### config.mk
export PLATFORM = sky130hd
export DESIGN_NAME = lbph_queue
export DESIGN_NICKNAME = d
export VERILOG_FILES = /design/src/design/lbph_pkg.sv /design/src/design/lbph_queue.sv
export SDC_FILE = /design/constraint.sdc
export NUM_CORES = 1
export LEC_CHECK = 0
export BUFFER_PORTS_ARGS = -buffer_cell sky130_fd_sc_hd__buf_2
export CAP_MARGIN = 40
export CORE_MARGIN = 2
export CORE_UTILIZATION = 35
export DETAILED_ROUTE_END_ITERATION = 16
export REMOVE_ABC_BUFFERS = 1
export SLEW_MARGIN = 5
export SYNTH_ARGS = -nofsm -noshare
export SYNTH_HDL_FRONTEND = slang
export SYNTH_SLANG_ARGS = --single-unit
export TNS_END_PERCENT = 20
### constraint.sdc
create_clock -name clk -period 2.2 [get_ports clk]
set_clock_uncertainty 0.05 [all_clocks]
set_input_delay 0.44 -clock clk [delete_from_list [all_inputs] [get_ports clk]]
set_output_delay 0.44 -clock clk [all_outputs]
set_load 0.005 [all_outputs]
### src/design/lbph_pkg.sv
// lbph_pkg: shared sizes, codes and types for the LBP code and histogram block.
// No dependencies; compiled first.
package lbph_pkg;

  // Frame limits
  localparam int unsigned MAX_WIDTH  = 1024;
  localparam int unsigned MAX_HEIGHT = 1024;
  localparam int unsigned COL_W      = $clog2(MAX_WIDTH);
  localparam int unsigned ROW_W      = $clog2(MAX_HEIGHT);
  localparam int unsigned MIN_SIZE   = 3;

  // Field widths
  localparam int unsigned PIX_W     = 8;
  localparam int unsigned BIN_W     = 8;
  localparam int unsigned CODE_W    = 8;
  localparam int unsigned COUNT_W   = 20;
  localparam int unsigned BINS      = 256;
  localparam int unsigned WIN_N     = 6;

  // Configuration port
  localparam int unsigned CFG_W     = 11;
  localparam int unsigned CFG_IDX_W = 1;
  localparam int unsigned CFG_RST   = 1024;
  localparam logic [CFG_IDX_W-1:0] REG_WIDTH  = CFG_IDX_W'(0);
  localparam logic [CFG_IDX_W-1:0] REG_HEIGHT = CFG_IDX_W'(1);

  // Word codes
  localparam logic CMD_PIXEL  = 1'b0;
  localparam logic CMD_READ   = 1'b1;
  localparam logic KIND_CODE  = 1'b0;
  localparam logic KIND_COUNT = 1'b1;

  // Queue between front and back
  localparam int unsigned Q_DEPTH = 4;
  localparam int unsigned Q_AW    = $clog2(Q_DEPTH);
  localparam int unsigned Q_CW    = $clog2(Q_DEPTH + 1);

  typedef enum logic [1:0] {
    OP_CODE,
    OP_READ,
    OP_CLEAR
  } lbph_op_t;

  typedef struct packed {
    lbph_op_t            op;
    logic [CODE_W-1:0]   index;  // code to count, or bin to read
    logic                eof;
  } lbph_entry_t;

  typedef struct packed {
    logic full;
    logic empty;
  } lbph_q_stat_t;

  typedef struct packed {
    logic                 write;
    logic [CFG_IDX_W-1:0] index;
    logic [CFG_W-1:0]     data;
  } lbph_cfg_wr_t;

  // Size register value clamped to [MIN_SIZE, vmax]
  function automatic int unsigned clamp_size(input logic [CFG_W-1:0] v,
                                             input int unsigned vmax);
    int unsigned r;
    r = int'(v);
    if (r < MIN_SIZE) r = MIN_SIZE;
    if (r > vmax) r = vmax;
    return r;
  endfunction

  localparam logic [COL_W-1:0] COL_LAST_RST =
    COL_W'(clamp_size(CFG_W'(CFG_RST), MAX_WIDTH) - 1);
  localparam logic [ROW_W-1:0] ROW_LAST_RST =
    ROW_W'(clamp_size(CFG_W'(CFG_RST), MAX_HEIGHT) - 1);

endpackage

### src/design/lbph_queue.sv
// lbph_queue: short FIFO of histogram operations between front and back.
// Depends on lbph_pkg.
module lbph_queue import lbph_pkg::*; (
  input  logic         clk,
  input  logic         rst,
  input  logic         push,
  input  lbph_entry_t  wr_data,
  input  logic         pop,
  output lbph_entry_t  head,
  output lbph_q_stat_t stat
);

  lbph_entry_t      slots [Q_DEPTH];
  logic [Q_AW-1:0]  wr_ptr;
  logic [Q_AW-1:0]  rd_ptr;
  logic [Q_CW-1:0]  count;

  assign head       = slots[rd_ptr];
  assign stat.full  = (count == Q_CW'(Q_DEPTH));
  assign stat.empty = (count == '0);

  always_ff @(posedge clk) begin
    if (rst) begin
      wr_ptr <= '0;
      rd_ptr <= '0;
      count  <= '0;
    end else begin
      if (push) wr_ptr <= (wr_ptr == Q_AW'(Q_DEPTH - 1)) ? '0 : wr_ptr + Q_AW'(1);
      if (pop)  rd_ptr <= (rd_ptr == Q_AW'(Q_DEPTH - 1)) ? '0 : rd_ptr + Q_AW'(1);
      if (push && !pop) begin
        count <= count + Q_CW'(1);
      end else if (pop && !push) begin
        count <= count - Q_CW'(1);
      end
    end
  end

  always_ff @(posedge clk) begin
    if (push) slots[wr_ptr] <= wr_data;
  end

endmodule

==> impl_metrics.toml <==
[grt]
grt_use_met2_pct = 18.5
grt_pass1_wl_um = 5180
grt_max_degree = 17
antenna_found_initial = 0
grt_pass1_vias = 1034
grt_use_met3_pct = 4.16
grt_busiest_layer = "met2"
grt_usage_pct = 11.1
use_met1_pct = 13.3
overflow = 0

[timing]
rsz0062_at_grt = "false"
tns_ns = 0
final-hold-violation-count = 0
fmax_ghz = 0.488
layout_setup_ws_ns = 0.149
finalCriticalPeriod_ns = 2.05
slew_violations = 0
setup_violations = 0
fin_crit_sh_pct = 93.2
tightest_slew_ns = 0.606
slew_headroom_pct = 59.6

[setup_path]
r2r_cells = 4
cp.arrival_ns = 1.56
path_class = "reg -> out"
rr_startpoint = "count[0]"
end_kind = "primary output"
critPathLaunchType = "flip-flop"
critPathCapture = "head[2]"
r2r-end = "count[2]"
critPathMaxFanout = 11
r2r_slack_ns = 0.68
crit_required_ns = 1.71

[finish]
seqCellArea_sq_mm = 0.00150
multi_input_area_sq_um = 497
syn_to_final_growth_pct = 15.7
final_common_cell = "edfxtp_1"
final_layout_size_suffix_gt1_share_pct = 33.3
antenna_cells = 0
finish.net_count = 156
final.fill_count = 520
layout_common_cells = "edfxtp_1, buf_2, mux4_2"

[min_path]
hold_path_class = "in -> reg"

[route]
drc_errors = 0
drt-wirelength-per-cell_um = 14.9
antenna_left = 0
drt-total-wl_um = 3090
drtIter0Drc = 42
dr.pass1.iters = 4
viasPerCell = 4.71
num_vias = 974

[clocking]
clk_root_buffer_cell = "clkbuf_8"
cts_buffer_depth = 2
postCtsResizedCells = 0
cts_buffers = 5
cts_setup_buffers = 0
insertion_delay_ns = 0.30
tritoncts = "yes"
numClockSinks = 53
htreeDepth = 2
ctsHoldBuffers = 0
clkTransAtPathRegs_ns = 0.09

[pwr]
p_leak_uw = 0.000846
power_density_mw_per_mm2 = 831
peakVddDrop_mv = 0.350

[die]
initial_core_util_pct = 36.6
die_area_sq_mm = 0.00642
io_pins = 28
core.rowCount = 27
die_w_um = 80.1
core_sq_mm = 0.00554
fp.dieH_um = 80.1

[place]
pre_cts_ws_ns = 0.216
hpwl_um = 2080
gp_congestion = 0.720
portBuffers = 27

[synthesis]
synth_area_sq_mm = 0.00203
synth-seq-cells = 53
ys_seq_area_share_pct = 74.0
yosysWarnings = 0
synth_cell_types = 18
synth.avg_cell_area_sq_um = 20.1
syn_inst = 101

[job]
timing.max_cap.violations = 0

[outcome]
status = "completed"
critical path, stage by stage (launching register included):
cell and delay, ns:
dfxtp_1 0.32, buf_4 0.24, mux4_1 0.56, buf_2 0.14
sequential cells by signal, summed over array words and instances (netlist names), named ones only:
signal,count
rd_ptr,2
slots,44
wr_ptr,2
count,3
Yosys cell counts:
cell type	n	area share, %
a21oi_1	2	0.49
and2_1	4	1.2
buf_2	1	0.25
buf_6	1	0.55
dfxtp_1	9	8.9
edfxtp_1	44	65
fa_1	1	0.99
ha_1	6	3.7
inv_1	4	0.74
mux2i_1	4	2.0
mux4_1	1	1.3
mux4_2	10	11
nor2_1	7	1.3
nor3_1	1	0.25
nor3b_1	2	0.74
o21ai_0	1	0.25
or3_1	1	0.31
xor2_1	2	0.86
metrics by stage:
step	cells	utilization (%)	hold WS, ns	total power [uW]	cell area (sq um)
final	207	42.4	0.302	1950	2350
after global routing	207	42.4	0.289	2050	2350
after CTS	207	42.4	0.293	1980	2350
after detailed placement	199	40.5	0.461	1400	2250
after global placement	199	40.5	0.433	1390	2250
after floorplan	99	-	0.410	1310	2010
cells by family (layout without fill, tap and decap cells):
kind of cell / after synthesis / in the layout / synth area share, %
fa+ha+maj: 7 / 7 / 4.69
xor+xnor: 2 / 2 / 0.863
simple gates: 15 / 15 / 3.82
mux: 15 / 15 / 14.4
compound gates: 3 / 3 / 0.740
flops: 53 / 53 / 74.0
buf+inv: 6 / 40 / 1.54
where the power goes:
group | total (uW) | switching (uW) | leakage, uW | internal, uW
clock | 580 | 288 | 0.0000534 | 292
sequential | 1170 | 30.0 | 0.000478 | 1140
combinational | 199 | 95.5 | 0.000314 | 104
per-layer routing:
layer,share of wire [%],up-vias,wire (um)
met5,0,-,0
met4,1.4,0,42
met3,6.0,6,187
met2,50,22,1530
met1,43,487,1330
li1,-,459,-
worst min path at each step:
stage                           from          end  slack, ns  cells past startpoint
after floorplan             count[2]     count[2]       0.41                      2
after global placement      count[2]     count[2]       0.43                      2
after detailed placement    count[2]     count[2]       0.46                      2
after CTS                 wr_data[6]  slots[0][6]       0.29                      1
after global routing      wr_data[6]  slots[0][6]       0.29                      1
final                     wr_data[6]  slots[0][6]       0.30                      1
cell type report:
type / instances / share of cell area, %
inverter: 4 / 0.639
sequential: 53 / 63.9
clock inverter: 1 / 0.213
clock buffer: 7 / 4.16
tap: 72 / 3.84
timing repair buffer: 28 / 6.07
multi-input combinational: 42 / 21.2
No activity file was read; power rests on OpenSTA's default activity.
